File: src/rtl/ssuie_pkg.sv
// Shared constants, types and the sequencer program of the set union/intersection core.
`default_nettype none

package ssuie_pkg;

   localparam int unsigned SET_CAPACITY_DEFAULT = 16;
   localparam int unsigned OUT_LIMIT            = 32;
   localparam int unsigned N_W                  = $clog2(OUT_LIMIT + 1);
   localparam int unsigned STEP_W               = 5;

   localparam logic [N_W-1:0] OUT_LIMIT_N = N_W'(OUT_LIMIT);

   // Command codes.
   localparam logic [2:0] CMD_LOAD_A = 3'd0;
   localparam logic [2:0] CMD_LOAD_B = 3'd1;
   localparam logic [2:0] CMD_CLEAR  = 3'd2;
   localparam logic [2:0] CMD_UNION  = 3'd3;
   localparam logic [2:0] CMD_INTER  = 3'd4;
   localparam logic [2:0] CMD_EQUAL  = 3'd5;

   // Result kinds.
   localparam logic [1:0] KIND_UNION   = 2'd0;
   localparam logic [1:0] KIND_INTER   = 2'd1;
   localparam logic [1:0] KIND_VERDICT = 2'd2;
   localparam logic [1:0] KIND_EMPTY   = 2'd3;

   typedef enum logic [2:0] {
      COND_NEXT,
      COND_ALWAYS,
      COND_OUTER_DONE,
      COND_INNER_DONE,
      COND_MATCH,
      COND_LIMIT,
      COND_COUNTS_DIFFER
   } cond_type;

   typedef struct packed {
      cond_type          cond;
      logic [STEP_W-1:0] target;
      logic [1:0]        push_kind;
      logic              outer_b;
      logic              clr_i;
      logic              clr_j;
      logic              inc_i;
      logic              inc_j;
      logic              push;
      logic              push_eq;
      logic              finish;
   } uword_type;

   // Action flags of a control word.
   localparam logic [7:0] F_NONE    = 8'h00;
   localparam logic [7:0] F_OUTER_B = 8'h01;
   localparam logic [7:0] F_CLR_I   = 8'h02;
   localparam logic [7:0] F_CLR_J   = 8'h04;
   localparam logic [7:0] F_INC_I   = 8'h08;
   localparam logic [7:0] F_INC_J   = 8'h10;
   localparam logic [7:0] F_PUSH    = 8'h20;
   localparam logic [7:0] F_PUSH_EQ = 8'h40;
   localparam logic [7:0] F_FINISH  = 8'h80;

   // Program steps.
   localparam logic [STEP_W-1:0] STEP_IDLE      = 5'd0;
   localparam logic [STEP_W-1:0] STEP_UA_TEST   = 5'd1;
   localparam logic [STEP_W-1:0] STEP_UA_EMIT   = 5'd2;
   localparam logic [STEP_W-1:0] STEP_UA_LIMIT  = 5'd3;
   localparam logic [STEP_W-1:0] STEP_UA_LOOP   = 5'd4;
   localparam logic [STEP_W-1:0] STEP_UB_INIT   = 5'd5;
   localparam logic [STEP_W-1:0] STEP_UB_OUTER  = 5'd6;
   localparam logic [STEP_W-1:0] STEP_UB_INNER  = 5'd7;
   localparam logic [STEP_W-1:0] STEP_UB_CMP    = 5'd8;
   localparam logic [STEP_W-1:0] STEP_UB_ILOOP  = 5'd9;
   localparam logic [STEP_W-1:0] STEP_UB_EMIT   = 5'd10;
   localparam logic [STEP_W-1:0] STEP_UB_NEXT   = 5'd11;
   localparam logic [STEP_W-1:0] STEP_UB_OLOOP  = 5'd12;
   localparam logic [STEP_W-1:0] STEP_IN_OUTER  = 5'd13;
   localparam logic [STEP_W-1:0] STEP_IN_INNER  = 5'd14;
   localparam logic [STEP_W-1:0] STEP_IN_CMP    = 5'd15;
   localparam logic [STEP_W-1:0] STEP_IN_ILOOP  = 5'd16;
   localparam logic [STEP_W-1:0] STEP_IN_EMIT   = 5'd17;
   localparam logic [STEP_W-1:0] STEP_IN_NEXT   = 5'd18;
   localparam logic [STEP_W-1:0] STEP_IN_OLOOP  = 5'd19;
   localparam logic [STEP_W-1:0] STEP_EQ_START  = 5'd20;
   localparam logic [STEP_W-1:0] STEP_EQ_OUTER  = 5'd21;
   localparam logic [STEP_W-1:0] STEP_EQ_INNER  = 5'd22;
   localparam logic [STEP_W-1:0] STEP_EQ_CMP    = 5'd23;
   localparam logic [STEP_W-1:0] STEP_EQ_ILOOP  = 5'd24;
   localparam logic [STEP_W-1:0] STEP_EQ_NEXT   = 5'd25;
   localparam logic [STEP_W-1:0] STEP_EQ_TRUE   = 5'd26;
   localparam logic [STEP_W-1:0] STEP_EQ_FALSE  = 5'd27;
   localparam logic [STEP_W-1:0] STEP_FIN       = 5'd28;

   function automatic uword_type mk(cond_type c, logic [STEP_W-1:0] t, logic [1:0] k,
                                    logic [7:0] f);
      uword_type w;
      w.cond      = c;
      w.target    = t;
      w.push_kind = k;
      w.outer_b   = |(f & F_OUTER_B);
      w.clr_i     = |(f & F_CLR_I);
      w.clr_j     = |(f & F_CLR_J);
      w.inc_i     = |(f & F_INC_I);
      w.inc_j     = |(f & F_INC_J);
      w.push      = |(f & F_PUSH);
      w.push_eq   = |(f & F_PUSH_EQ);
      w.finish    = |(f & F_FINISH);
      return w;
   endfunction

   // The program store. The outer index walks the outer set, the inner index the other one.
   function automatic uword_type rom_word(logic [STEP_W-1:0] step);
      uword_type w;
      w = mk(COND_ALWAYS, STEP_IDLE, KIND_UNION, F_NONE);
      case (step)
         STEP_UA_TEST:  w = mk(COND_OUTER_DONE, STEP_UB_INIT, KIND_UNION, F_NONE);
         STEP_UA_EMIT:  w = mk(COND_NEXT, STEP_IDLE, KIND_UNION, F_PUSH | F_INC_I);
         STEP_UA_LIMIT: w = mk(COND_LIMIT, STEP_FIN, KIND_UNION, F_NONE);
         STEP_UA_LOOP:  w = mk(COND_ALWAYS, STEP_UA_TEST, KIND_UNION, F_NONE);
         STEP_UB_INIT:  w = mk(COND_NEXT, STEP_IDLE, KIND_UNION, F_CLR_I);
         STEP_UB_OUTER: w = mk(COND_OUTER_DONE, STEP_FIN, KIND_UNION, F_OUTER_B | F_CLR_J);
         STEP_UB_INNER: w = mk(COND_INNER_DONE, STEP_UB_EMIT, KIND_UNION, F_OUTER_B);
         STEP_UB_CMP:   w = mk(COND_MATCH, STEP_UB_NEXT, KIND_UNION, F_OUTER_B | F_INC_J);
         STEP_UB_ILOOP: w = mk(COND_ALWAYS, STEP_UB_INNER, KIND_UNION, F_OUTER_B);
         STEP_UB_EMIT:  w = mk(COND_NEXT, STEP_IDLE, KIND_UNION, F_OUTER_B | F_PUSH);
         STEP_UB_NEXT:  w = mk(COND_LIMIT, STEP_FIN, KIND_UNION, F_OUTER_B | F_INC_I);
         STEP_UB_OLOOP: w = mk(COND_ALWAYS, STEP_UB_OUTER, KIND_UNION, F_OUTER_B);
         STEP_IN_OUTER: w = mk(COND_OUTER_DONE, STEP_FIN, KIND_INTER, F_CLR_J);
         STEP_IN_INNER: w = mk(COND_INNER_DONE, STEP_IN_NEXT, KIND_INTER, F_NONE);
         STEP_IN_CMP:   w = mk(COND_MATCH, STEP_IN_EMIT, KIND_INTER, F_INC_J);
         STEP_IN_ILOOP: w = mk(COND_ALWAYS, STEP_IN_INNER, KIND_INTER, F_NONE);
         STEP_IN_EMIT:  w = mk(COND_NEXT, STEP_IDLE, KIND_INTER, F_PUSH);
         STEP_IN_NEXT:  w = mk(COND_LIMIT, STEP_FIN, KIND_INTER, F_INC_I);
         STEP_IN_OLOOP: w = mk(COND_ALWAYS, STEP_IN_OUTER, KIND_INTER, F_NONE);
         STEP_EQ_START: w = mk(COND_COUNTS_DIFFER, STEP_EQ_FALSE, KIND_VERDICT, F_NONE);
         STEP_EQ_OUTER: w = mk(COND_OUTER_DONE, STEP_EQ_TRUE, KIND_VERDICT, F_CLR_J);
         STEP_EQ_INNER: w = mk(COND_INNER_DONE, STEP_EQ_FALSE, KIND_VERDICT, F_NONE);
         STEP_EQ_CMP:   w = mk(COND_MATCH, STEP_EQ_NEXT, KIND_VERDICT, F_INC_J);
         STEP_EQ_ILOOP: w = mk(COND_ALWAYS, STEP_EQ_INNER, KIND_VERDICT, F_NONE);
         STEP_EQ_NEXT:  w = mk(COND_ALWAYS, STEP_EQ_OUTER, KIND_VERDICT, F_INC_I);
         STEP_EQ_TRUE:  w = mk(COND_ALWAYS, STEP_FIN, KIND_VERDICT, F_PUSH | F_PUSH_EQ);
         STEP_EQ_FALSE: w = mk(COND_NEXT, STEP_IDLE, KIND_VERDICT, F_PUSH);
         STEP_FIN:      w = mk(COND_ALWAYS, STEP_IDLE, KIND_EMPTY, F_FINISH);
         default:       w = mk(COND_ALWAYS, STEP_IDLE, KIND_UNION, F_NONE);
      endcase
      return w;
   endfunction

endpackage

`default_nettype wire

File: src/rtl/ssuie_ifs.sv
// Request and response channel interfaces of the set union/intersection core.
`default_nettype none

interface ssuie_req_if;
   logic               valid;
   logic               ready;
   logic [2:0]         command;
   logic signed [31:0] value;

   modport source (output valid, output command, output value, input ready);
   modport sink   (input valid, input command, input value, output ready);
endinterface

interface ssuie_rsp_if;
   logic               valid;
   logic               ready;
   logic [1:0]         kind;
   logic signed [31:0] element;
   logic               is_last;
   logic               sets_equal;
   logic               load_dropped;

   modport source (output valid, output kind, output element, output is_last,
                   output sets_equal, output load_dropped, input ready);
   modport sink   (input valid, input kind, input element, input is_last,
                   input sets_equal, input load_dropped, output ready);
endinterface

`default_nettype wire

File: src/rtl/ssuie_ram.sv
// Generic single-port RAM with registered read data.
`default_nettype none

module ssuie_ram #(
   parameter int unsigned WIDTH  = 32,
   parameter int unsigned DEPTH  = 16,
   parameter int unsigned ADDR_W = (DEPTH > 1) ? $clog2(DEPTH) : 1
) (
   input  logic              clock,
   input  logic              we,
   input  logic [ADDR_W-1:0] addr,
   input  logic [WIDTH-1:0]  wdata,
   output logic [WIDTH-1:0]  rdata
);

   logic [WIDTH-1:0] mem_ff [DEPTH];
   logic [WIDTH-1:0] rdata_ff;

   always_ff @(posedge clock) begin
      if (we) begin
         mem_ff[addr] <= wdata;
      end
      rdata_ff <= mem_ff[addr];
   end

   assign rdata = rdata_ff;

endmodule

`default_nettype wire

File: src/rtl/small_set_union_intersection_equality_core.sv
// Load, clear: the next request is taken in the following cycle.
// Union, intersection and equality are run by the sequencer program, whose nested compare
// loop walks the two set RAMs.
// Results leave one behind the sequencer through a hold stage and an output register.
// Synchronous reset empties both sets and clears the drop flag; no clearing pass.
`default_nettype none

module small_set_union_intersection_equality_core #(
   parameter int unsigned SET_CAPACITY = ssuie_pkg::SET_CAPACITY_DEFAULT
) (
   input logic         clock,
   input logic         reset,
   ssuie_req_if.sink   req_if,
   ssuie_rsp_if.source rsp_if
);

   localparam int unsigned CNT_W  = $clog2(SET_CAPACITY + 1);
   localparam int unsigned ADDR_W = (SET_CAPACITY > 1) ? $clog2(SET_CAPACITY) : 1;
   localparam logic [CNT_W-1:0] CAP = CNT_W'(SET_CAPACITY);

   logic [ssuie_pkg::STEP_W-1:0] pc_ff, pc_in;
   logic [CNT_W-1:0]             cnt_a_ff, cnt_a_in, cnt_b_ff, cnt_b_in;
   logic [CNT_W-1:0]             i_ff, i_in, j_ff, j_in;
   logic [ssuie_pkg::N_W-1:0]    n_ff, n_in;
   logic                         dropped_ff, dropped_in;

   logic                         hold_valid_ff, hold_valid_in;
   logic [1:0]                   hold_kind_ff, hold_kind_in;
   logic signed [31:0]           hold_elem_ff, hold_elem_in;
   logic                         hold_eq_ff, hold_eq_in;

   logic                         out_valid_ff, out_valid_in;
   logic [1:0]                   out_kind_ff, out_kind_in;
   logic signed [31:0]           out_elem_ff, out_elem_in;
   logic                         out_last_ff, out_last_in;
   logic                         out_eq_ff, out_eq_in;
   logic                         out_dropped_ff, out_dropped_in;

   ssuie_pkg::uword_type         uw;
   logic                         running, accept, stall, cond_true, out_free, out_load, match;
   logic [CNT_W-1:0]             outer_cnt, inner_cnt, a_rd_idx, b_rd_idx;
   logic signed [31:0]           outer_data;

   logic                         a_we, b_we;
   logic [ADDR_W-1:0]            a_addr, b_addr;
   logic [31:0]                  a_rdata, b_rdata;

   ssuie_ram #(.WIDTH(32), .DEPTH(SET_CAPACITY), .ADDR_W(ADDR_W)) u_ram_a (
      .clock (clock),
      .we    (a_we),
      .addr  (a_addr),
      .wdata (req_if.value),
      .rdata (a_rdata)
   );

   ssuie_ram #(.WIDTH(32), .DEPTH(SET_CAPACITY), .ADDR_W(ADDR_W)) u_ram_b (
      .clock (clock),
      .we    (b_we),
      .addr  (b_addr),
      .wdata (req_if.value),
      .rdata (b_rdata)
   );

   always_comb begin
      uw = ssuie_pkg::rom_word(pc_ff);
   end

   assign running  = (pc_ff != ssuie_pkg::STEP_IDLE);
   assign accept   = req_if.valid && req_if.ready;
   assign out_free = !out_valid_ff || rsp_if.ready;
   // A push only needs the output register when a result is already held.
   assign stall    = running && ((uw.push && hold_valid_ff) || uw.finish) && !out_free;
   assign out_load = running && !stall && ((uw.push && hold_valid_ff) || uw.finish);

   assign outer_cnt  = uw.outer_b ? cnt_b_ff : cnt_a_ff;
   assign inner_cnt  = uw.outer_b ? cnt_a_ff : cnt_b_ff;
   assign a_rd_idx   = uw.outer_b ? j_ff : i_ff;
   assign b_rd_idx   = uw.outer_b ? i_ff : j_ff;
   assign outer_data = uw.outer_b ? $signed(b_rdata) : $signed(a_rdata);
   assign match      = (a_rdata == b_rdata);

   assign a_we   = accept && (req_if.command == ssuie_pkg::CMD_LOAD_A) && (cnt_a_ff < CAP);
   assign b_we   = accept && (req_if.command == ssuie_pkg::CMD_LOAD_B) && (cnt_b_ff < CAP);
   assign a_addr = a_we ? cnt_a_ff[ADDR_W-1:0] : a_rd_idx[ADDR_W-1:0];
   assign b_addr = b_we ? cnt_b_ff[ADDR_W-1:0] : b_rd_idx[ADDR_W-1:0];

   always_comb begin
      case (uw.cond)
         ssuie_pkg::COND_NEXT:          cond_true = 1'b0;
         ssuie_pkg::COND_ALWAYS:        cond_true = 1'b1;
         ssuie_pkg::COND_OUTER_DONE:    cond_true = (i_ff >= outer_cnt);
         ssuie_pkg::COND_INNER_DONE:    cond_true = (j_ff >= inner_cnt);
         ssuie_pkg::COND_MATCH:         cond_true = match;
         ssuie_pkg::COND_LIMIT:         cond_true = (n_ff == ssuie_pkg::OUT_LIMIT_N);
         ssuie_pkg::COND_COUNTS_DIFFER: cond_true = (cnt_a_ff != cnt_b_ff);
         default:                       cond_true = 1'b1;
      endcase
   end

   always_comb begin
      pc_in         = pc_ff;
      cnt_a_in      = cnt_a_ff;
      cnt_b_in      = cnt_b_ff;
      i_in          = i_ff;
      j_in          = j_ff;
      n_in          = n_ff;
      dropped_in    = dropped_ff;
      hold_valid_in = hold_valid_ff;
      hold_kind_in  = hold_kind_ff;
      hold_elem_in  = hold_elem_ff;
      hold_eq_in    = hold_eq_ff;

      if (accept) begin
         i_in = '0;
         j_in = '0;
         n_in = '0;
         case (req_if.command)
            ssuie_pkg::CMD_LOAD_A: begin
               if (cnt_a_ff < CAP) begin
                  cnt_a_in = cnt_a_ff + CNT_W'(1);
               end else begin
                  dropped_in = 1'b1;
               end
            end
            ssuie_pkg::CMD_LOAD_B: begin
               if (cnt_b_ff < CAP) begin
                  cnt_b_in = cnt_b_ff + CNT_W'(1);
               end else begin
                  dropped_in = 1'b1;
               end
            end
            ssuie_pkg::CMD_CLEAR: begin
               cnt_a_in = '0;
               cnt_b_in = '0;
            end
            ssuie_pkg::CMD_UNION: pc_in = ssuie_pkg::STEP_UA_TEST;
            ssuie_pkg::CMD_INTER: pc_in = ssuie_pkg::STEP_IN_OUTER;
            ssuie_pkg::CMD_EQUAL: pc_in = ssuie_pkg::STEP_EQ_START;
            default: ;
         endcase
      end else if (running && !stall) begin
         pc_in = cond_true ? uw.target : pc_ff + ssuie_pkg::STEP_W'(1);
         if (uw.clr_i) begin
            i_in = '0;
         end
         if (uw.inc_i) begin
            i_in = i_ff + CNT_W'(1);
         end
         if (uw.clr_j) begin
            j_in = '0;
         end
         if (uw.inc_j) begin
            j_in = j_ff + CNT_W'(1);
         end
         // The newest result is kept back so that is_last can be set when the program ends.
         if (uw.push) begin
            hold_valid_in = 1'b1;
            hold_kind_in  = uw.push_kind;
            hold_elem_in  = (uw.push_kind == ssuie_pkg::KIND_VERDICT) ? 32'sd0 : outer_data;
            hold_eq_in    = uw.push_eq;
            n_in          = n_ff + ssuie_pkg::N_W'(1);
         end
         if (uw.finish) begin
            hold_valid_in = 1'b0;
         end
      end
   end

   always_comb begin
      out_valid_in   = out_valid_ff;
      out_kind_in    = out_kind_ff;
      out_elem_in    = out_elem_ff;
      out_last_in    = out_last_ff;
      out_eq_in      = out_eq_ff;
      out_dropped_in = out_dropped_ff;

      if (out_valid_ff && rsp_if.ready) begin
         out_valid_in = 1'b0;
      end
      if (out_load) begin
         out_valid_in   = 1'b1;
         out_dropped_in = dropped_ff;
         if (hold_valid_ff) begin
            out_kind_in = hold_kind_ff;
            out_elem_in = hold_elem_ff;
            out_eq_in   = hold_eq_ff;
            out_last_in = uw.finish;
         end else begin
            // Nothing was produced: the transaction is a lone empty marker.
            out_kind_in = ssuie_pkg::KIND_EMPTY;
            out_elem_in = 32'sd0;
            out_eq_in   = 1'b0;
            out_last_in = 1'b1;
         end
      end
   end

   always_ff @(posedge clock) begin
      if (reset) begin
         pc_ff         <= ssuie_pkg::STEP_IDLE;
         cnt_a_ff      <= '0;
         cnt_b_ff      <= '0;
         dropped_ff    <= 1'b0;
         hold_valid_ff <= 1'b0;
         out_valid_ff  <= 1'b0;
      end else begin
         pc_ff         <= pc_in;
         cnt_a_ff      <= cnt_a_in;
         cnt_b_ff      <= cnt_b_in;
         dropped_ff    <= dropped_in;
         hold_valid_ff <= hold_valid_in;
         out_valid_ff  <= out_valid_in;
      end
   end

   always_ff @(posedge clock) begin
      i_ff           <= i_in;
      j_ff           <= j_in;
      n_ff           <= n_in;
      hold_kind_ff   <= hold_kind_in;
      hold_elem_ff   <= hold_elem_in;
      hold_eq_ff     <= hold_eq_in;
      out_kind_ff    <= out_kind_in;
      out_elem_ff    <= out_elem_in;
      out_last_ff    <= out_last_in;
      out_eq_ff      <= out_eq_in;
      out_dropped_ff <= out_dropped_in;
   end

   assign req_if.ready        = !running;
   assign rsp_if.valid        = out_valid_ff;
   assign rsp_if.kind         = out_kind_ff;
   assign rsp_if.element      = out_elem_ff;
   assign rsp_if.is_last      = out_last_ff;
   assign rsp_if.sets_equal   = out_eq_ff;
   assign rsp_if.load_dropped = out_dropped_ff;

endmodule

`default_nettype wire

File: src/flat_wrapper.sv
// flat-port wrapper written by rule: the top's interface ports become plain ports
module small_set_union_intersection_equality_core_flat 
#(
   parameter int unsigned SET_CAPACITY = ssuie_pkg::SET_CAPACITY_DEFAULT
)
  (clock, reset, req_if_valid, req_if_command, req_if_value, req_if_ready, rsp_if_valid, rsp_if_kind, rsp_if_element, rsp_if_is_last, rsp_if_sets_equal, rsp_if_load_dropped, rsp_if_ready);
  ssuie_req_if req_if_i ();
  ssuie_rsp_if rsp_if_i ();
  input logic clock;
  input logic reset;
  input wire logic [$bits(req_if_i.valid)-1:0] req_if_valid;
  input wire logic [$bits(req_if_i.command)-1:0] req_if_command;
  input wire logic [$bits(req_if_i.value)-1:0] req_if_value;
  output wire logic [$bits(req_if_i.ready)-1:0] req_if_ready;
  output wire logic [$bits(rsp_if_i.valid)-1:0] rsp_if_valid;
  output wire logic [$bits(rsp_if_i.kind)-1:0] rsp_if_kind;
  output wire logic [$bits(rsp_if_i.element)-1:0] rsp_if_element;
  output wire logic [$bits(rsp_if_i.is_last)-1:0] rsp_if_is_last;
  output wire logic [$bits(rsp_if_i.sets_equal)-1:0] rsp_if_sets_equal;
  output wire logic [$bits(rsp_if_i.load_dropped)-1:0] rsp_if_load_dropped;
  input wire logic [$bits(rsp_if_i.ready)-1:0] rsp_if_ready;
  assign req_if_i.valid = req_if_valid;
  assign req_if_i.command = req_if_command;
  assign req_if_i.value = req_if_value;
  assign req_if_ready = req_if_i.ready;
  assign rsp_if_valid = rsp_if_i.valid;
  assign rsp_if_kind = rsp_if_i.kind;
  assign rsp_if_element = rsp_if_i.element;
  assign rsp_if_is_last = rsp_if_i.is_last;
  assign rsp_if_sets_equal = rsp_if_i.sets_equal;
  assign rsp_if_load_dropped = rsp_if_i.load_dropped;
  assign rsp_if_i.ready = rsp_if_ready;
  small_set_union_intersection_equality_core #(.SET_CAPACITY(SET_CAPACITY)) u_core (.clock(clock), .reset(reset), .req_if(req_if_i), .rsp_if(rsp_if_i));
endmodule
File: config.mk
export PLATFORM = sky130hd
export DESIGN_NAME = small_set_union_intersection_equality_core_flat
export DESIGN_NICKNAME = d
export VERILOG_FILES = /design/src/rtl/ssuie_pkg.sv /design/src/rtl/ssuie_ifs.sv /design/src/rtl/ssuie_ram.sv /design/src/rtl/small_set_union_intersection_equality_core.sv /design/src/flat_wrapper.sv
export SDC_FILE = /design/constraint.sdc
export NUM_CORES = 1
export LEC_CHECK = 0
export BUFFER_PORTS_ARGS = -buffer_cell sky130_fd_sc_hd__buf_2
export CORE_ASPECT_RATIO = 0.5
export CORE_MARGIN = 2
export CORE_UTILIZATION = 33
export CTS_BUF_LIST = sky130_fd_sc_hd__clkbuf_8
export CTS_CLUSTER_DIAMETER = 60
export CTS_CLUSTER_SIZE = 16
export DETAILED_ROUTE_END_ITERATION = 8
export PLACE_DENSITY = 0.56
export REMOVE_ABC_BUFFERS = 1
export SYNTH_ARGS = -nofsm -noshare
export SYNTH_HDL_FRONTEND = slang
export SYNTH_HIERARCHICAL = 1
export SYNTH_SLANG_ARGS = --single-unit
File: constraint.sdc
create_clock -name clock -period 10.59 [get_ports clock]
set_clock_uncertainty 0.15 [all_clocks]
set_input_delay 2.6475 -clock clock [delete_from_list [all_inputs] [get_ports clock]]
set_output_delay 2.6475 -clock clock [all_outputs]
set_load 0.02 [all_outputs]
Word level (Yosys, flattened, before mapping)
Memories as Yosys holds them, arrays and structs flattened. A register that Yosys moved wholly into a read port is not among the register bits.
Index checks and enable logic that the tools add are counted.
Storage, ports and cells
  register bits: 106
  bits in writable memories: 1024
  bits in read-only memories: 576
  input port bits: 39
  output and inout bits: 39
  word-level logic and storage cells: 120
  memories kept: 3
Cells by class
  add/subtract/negate cells: 6
  magnitude comparators: 4
  eq/ne operators: 19
  muxes and demuxes: 33
  bitwise gates (word level): 1
  reduce and logical (&&, ||, !) cells: 37
Memory list
  (no name shown): depth 32, width 18, read ports 1, clocked after Yosys merged registers in 1, wr ports 0, RTL line ssuie_pkg.sv:114  | case (step)
  u_core.u_ram_a.mem_ff: depth 16, width 32, read ports 1, clocked after Yosys merged registers in 1, wr ports 1, RTL line ssuie_ram.sv:16  | logic [WIDTH-1:0] mem_ff [DEPTH];
  u_core.u_ram_b.mem_ff: depth 16, width 32, read ports 1, clocked after Yosys merged registers in 1, wr ports 1, RTL line ssuie_ram.sv:16
Operators with widths (count)
  5-bit 2-to-1 mux: 13
  32-bit == test: 1
  32-bit 2-to-1 mux: 1
  5-bit by 1-bit adder with 5-bit output (second input constant): 5
  5-bit case mux with 2 select lines: 2
  4-bit 2-to-1 mux: 4
  2-bit nonzero test: 8
  3-bit == test (second input constant): 5
  5-bit case mux with 3 select lines: 1
  3-bit by 2-bit == test with 1-bit output (second input constant): 4
  3-bit AND reduction: 4
  1-bit logical AND: 11
  5-bit greater-or-equal comparator: 2
  5-bit less-than comparator (second input constant): 2
  1-bit 2-to-1 mux: 10
  2-bit != test (second input constant): 4
  2-bit AND reduction: 4
  6-bit by 1-bit adder with 6-bit output (second input constant): 1
  6-bit == test (second input constant): 1
  3-bit zero test: 2
  1-bit case mux with 6 select lines: 1
  5-bit != test: 1
  5-bit nonzero test: 1
  1-bit zero test: 4
  7 further kinds: 8

Longest topological paths before layout
  word-level depth: 10
  depth in mapped cells: 18
  depth with buffers taken out: 15

Modules after synthesis
The synthesis kept the hierarchy.
By module, submodules not included
  ssuie_ram: instances 2, cells each 840, area an instance 19862.8 µm², sequential area each 16015.4 µm²
  small_set_union_intersection_equality_core: instances 1, cells each 660, area an instance 6726.5 µm², sequential area each 3203.1 µm²

Worst setup path before layout
OpenSTA, ideal clock, no wires.
  path type: in2reg
  start point: in req_if_command[2]
  end point: mem u_core.u_ram_b.mem_ff[0][0], enable pin
  setup time: 0.461 ns
  data arrival time: 6.587 ns
  required time: 9.979 ns
  setup slack: 3.392 ns
  cell stages on the path: 7
  path buffers: 1
  cells stage by stage: or3_1 or3b_1 clkbuf_1 nor2_1 a21oi_1 or3b_2 nor3_1
Between the ends
  elaborated cells on any way between the ends: 6
  classes of those cells: eq/ne (1); mux (3); reduce/logical (2)
RTL lines
  start, declared: RTL line flat_wrapper.sv:12  | input wire logic [$bits(req_if_i.command)-1:0] req_if_command;
  3-bit by 1-bit == test with 1-bit output: RTL line small_set_union_intersection_equality_core.sv:83  | assign b_we = accept && (req_if.command == ssuie_pkg::CMD_LOAD_B) && (cnt_b_ff < CAP);
  1-bit logical AND (2 in series): RTL line small_set_union_intersection_equality_core.sv:83
  4-bit 2-to-1 mux: RTL line small_set_union_intersection_equality_core.sv:85  | assign b_addr = b_we ? cnt_b_ff[ADDR_W-1:0] : b_rd_idx[ADDR_W-1:0];
  named net u_core.b_addr[2]: RTL line small_set_union_intersection_equality_core.sv:45  | logic [ADDR_W-1:0] a_addr, b_addr;
  end, declared: RTL line ssuie_ram.sv:16
The timed path passes the listed nets, and every way through them passes these cells.

Worst setup path after layout
  start point: in req_if_valid
  end point: mem u_core.u_ram_b.mem_ff[0][3], enable pin
Between the ends
  elaborated cells on any way between the ends: 6
  classes of those cells: mux (3); reduce/logical (3)
RTL lines
  start, declared: RTL line flat_wrapper.sv:11  | input wire logic [$bits(req_if_i.valid)-1:0] req_if_valid;
  1-bit logical AND: RTL line small_set_union_intersection_equality_core.sv:69  | assign accept = req_if.valid && req_if.ready;
  1-bit logical AND (2 in series): RTL line small_set_union_intersection_equality_core.sv:83
  4-bit 2-to-1 mux: RTL line small_set_union_intersection_equality_core.sv:85
  named net u_core.b_addr[3]: RTL line small_set_union_intersection_equality_core.sv:45
The timed path passes the listed nets, and every way through them passes these cells.

==> impl_summary.log <==
[metrics] synthesized netlist cell count: 2340
[metrics] final period demand of the worst path: 6130 ps
[metrics] arrival time reported for the critical path endpoint: 6410 ps
[metrics] largest buffer count on any clock path: 3
[metrics] register-to-register path setup slack: 5150 ps
[metrics] number of antenna violations at the first check in global routing: 4
[metrics] Final Max Slew Viols: 0
[metrics] max_cap viols: 0
[metrics] worst slew pin tran: 1220 ps
[metrics] die span in x: 535 microns
[metrics] Final Worst Setup Slack: 4460 ps
[metrics] library cell with the largest summed area after synthesis: sky130_fd_sc_hd__edfxtp_1
[metrics] area of all placed cells without fillers: 51000 sq um
[metrics] Max Clock Freq: 163 MHz
[metrics] Inserted Clock Buffers: 90
[metrics] Overall Power: 10200 uW
[metrics] worst reg-to-reg path cell count: 12
[metrics] number of global-route vias before repair: 23000
[metrics] summed instance area of the synthesized netlist: 46500 sq um
[metrics] global-route congestion overflow total: 0
[metrics] site row count: 97
[metrics] total power divided by cell area: 200 nW/um^2
[metrics] final hold violations: 0
[metrics] clock tree from TritonCTS: built
[metrics] highest-delay cell along the critical path: sky130_fd_sc_hd__nor3_2
[metrics] hold_buf cts: 0
[metrics] Pre-antenna DRT Iters: 6
[metrics] clock-pin slew of the registers on the worst-case setup and hold paths: 90 ps
[metrics] Root Driver: sky130_fd_sc_hd__clkbuf_8
[metrics] total setup violations reported at the end of the flow: 0
[metrics] worst skew pair latency: 800 ps
[metrics] worst min-delay path startpoint: u_core/uw[1]
[metrics] routability cong.: 0.808
[metrics] Min-Delay Path Depth: 0
[metrics] result of the run: finished, final reports clean
[metrics] sequential share of the synthesized area: 0.758
[metrics] global routing usage summed across all routing layers: 0.154
[metrics] delay contributed by the slowest stage of the critical path: 740 ps
[metrics] area of the placeable core: 140000 sq um
[metrics] kind of end point of the critical path: flop
[metrics] category of the worst setup path launch point: input pin
[metrics] layout cells sized above 1: 0.224
[metrics] area growth from synthesis to layout: 9.89%
[metrics] number of filler instances in the final layout: 12900
[metrics] multi-input gate area in the final layout: 10800 sq um
[metrics] storage element area: 35200 sq um
[metrics] number of cells on the critical path: 9
[metrics] period utilisation layout: 0.578
[metrics] number of nets at the end of the flow: 2500
[metrics] predominant post-synthesis flop cell: sky130_fd_sc_hd__edfxtp_1
[metrics] most common cell in the synthesized netlist: sky130_fd_sc_hd__edfxtp_1
[metrics] number of synthesized flops with an enable pin: 1096
[metrics] Worst IR Drop VDD: 0.137 mV
[metrics] flip-flop and latch count after synthesis: 1212
[metrics] unique cell type count in the Yosys netlist: 67
[metrics] most frequent cells after synthesis: sky130_fd_sc_hd__edfxtp_1 (1096), sky130_fd_sc_hd__mux4_2 (256), sky130_fd_sc_hd__a22oi_1 (138)
[metrics] Setup WS pre-CTS: 3650 ps
[metrics] path type of the worst setup path: in2reg
[metrics] post-layout util: 0.365
[metrics] top-area cell type share of the netlist area: 0.709
[metrics] via density per instance: 5.14
[metrics] Reg2Reg Launch Point: u_core/pc_ff[0]
[metrics] drt initial violations: 2223
[metrics] peak fanout along the critical path: 23
[metrics] chain of cells forming the critical path: buf_2, nand2_4, or3_1, or3b_1, nor2_1, a21oi_1, or3b_2, nor3_2, buf_4
[metrics] H-tree levels: 3
[metrics] Hold Path End: u_core/hold_eq_ff
[metrics] synthesized area per cell: 19.9 sq um
[metrics] count of unresolved DRC violations after routing: 0
[metrics] routed wire length: 111000 microns
[metrics] Setup Total Neg Slack: 0 ps
[metrics] average wire length per cell after detail routing: 25.4 microns
[metrics] post-CTS setup-driven buffer insertion count: 0
[metrics] number of buffers and inverters on the critical path: 2
[metrics] worst rel slew slack: 0.185
[metrics] count of antenna-violating nets left after detailed routing: 0
[metrics] worst endpoint required time: 10870 ps
[metrics] kind of cell adding the most delay to the critical path: simple AND/OR/NAND/NOR gates
[metrics] cells taking the most area after synthesis: sky130_fd_sc_hd__edfxtp_1 (71%), sky130_fd_sc_hd__mux4_2 (12%), sky130_fd_sc_hd__dfxtp_1 (5.0%)
[metrics] path category of the worst min-delay check: reg2reg
[metrics] pin count of the biggest net entering global routing: 115
[metrics] leakage power of the design: 0.0157 uW
[metrics] half-perimeter wire length after placement: 65700 microns
[metrics] # IOs: 78
[metrics] fraction of registers with async set or reset after synthesis: 0
[metrics] Die ar.: 144000 sq um
[metrics] CTS resizes: 0
[metrics] sinks on the clock net: 1212
[metrics] starting density of the core: 0.332
[metrics] reg-to-reg critical path endpoint: u_core/u_ram_b/mem_ff[0][3]
[metrics] DP Area: 49300 sq um
[metrics] height of the die: 269 microns
[metrics] global-route wire length before repair: 163000 microns
[metrics] number of I/O port buffers: 77
[metrics] count of yosys warnings during synthesis: 6
[metrics] unrepaired setup endpoints after global routing: false
[metrics] overall via count from detail_route: 22600
-- worst max path at each step --
stage                     slack, ps                            to         startpoint
after floorplan              -11090   u_core/u_ram_b/mem_ff[0][0]  req_if_command[2]
final                          4460   u_core/u_ram_b/mem_ff[0][3]       req_if_valid
after detailed placement       3650   u_core/u_ram_b/mem_ff[7][2]       req_if_valid
after CTS                      4540      u_core/u_ram_b/rdata[26]       req_if_valid
after global placement         3690      u_core/u_ram_b/rdata[26]       req_if_valid
after global routing           4300  u_core/u_ram_b/mem_ff[7][12]       req_if_valid
-- cell type report --
| class | count | area share |
|---|---|---|
| diodes | 2 | 0.0000980 |
| clock buffers | 91 | 0.0245 |
| clock inverters | 74 | 0.00907 |
| inverters | 22 | 0.00172 |
| multi-input cells | 982 | 0.212 |
| flip-flops and latches | 1212 | 0.690 |
| well taps | 1881 | 0.0461 |
| repair buffers | 129 | 0.0159 |
-- metal layers --
metal  track usage  part of all wire  vias up
met5             0                 0        -
met2         0.243              0.47      640
met1         0.216              0.44    12100
met3        0.0319             0.063      153
li1              -                 -     9665
met4        0.0422             0.026        0
-- cells in the final DEF, fill, tap and decap left out, drive strengths merged, types with 44 or more instances in the layout --
cell type and n:
edfxtp 1096, nor2 106, dfxtp 116, mux2i 59, a22oi 138, nand2 105, mux4 256, and2 44
inv 87, clkbuf 91, buf 129
-- cell families after synthesis --
| kind of cell | count (synthesis) | synth area share |
|---|---|---|
| DFF | 1212 | 0.758 |
| and+or+nand+nor | 354 | 0.0365 |
| muxes | 319 | 0.138 |
| AOI/OAI and AO/OA | 235 | 0.0359 |
| buffers and inverters | 146 | 0.0153 |
| xor gates and xnor gates | 50 | 0.00943 |
| adders and majority gates | 24 | 0.00646 |
-- metrics by stage --
step                std cells  hold slack, ps
finish                   4393             276
global route             4392             299
CTS                      4391             287
detailed placement       4226             255
global placement         4226             264
floorplan                2216             236
-- power breakdown --
group	internal, uW	total, uW	switching (uW)
clock network	906	2440	1540
logic	996	2190	1200
registers	5390	5560	167
-- state kept, by name (all words and copies together) (netlist names), 6 cells and up --
name	flops
u_core/hold_elem_ff	32
u_core/n_ff	6
u_core/rsp_if.element	32
u_core/u_ram_a/mem_ff	512
u_core/u_ram_a/rdata	32
u_core/u_ram_b/mem_ff	512
u_core/u_ram_b/rdata	32
u_core/uw	18
No activity file was read; power rests on OpenSTA's default activity.
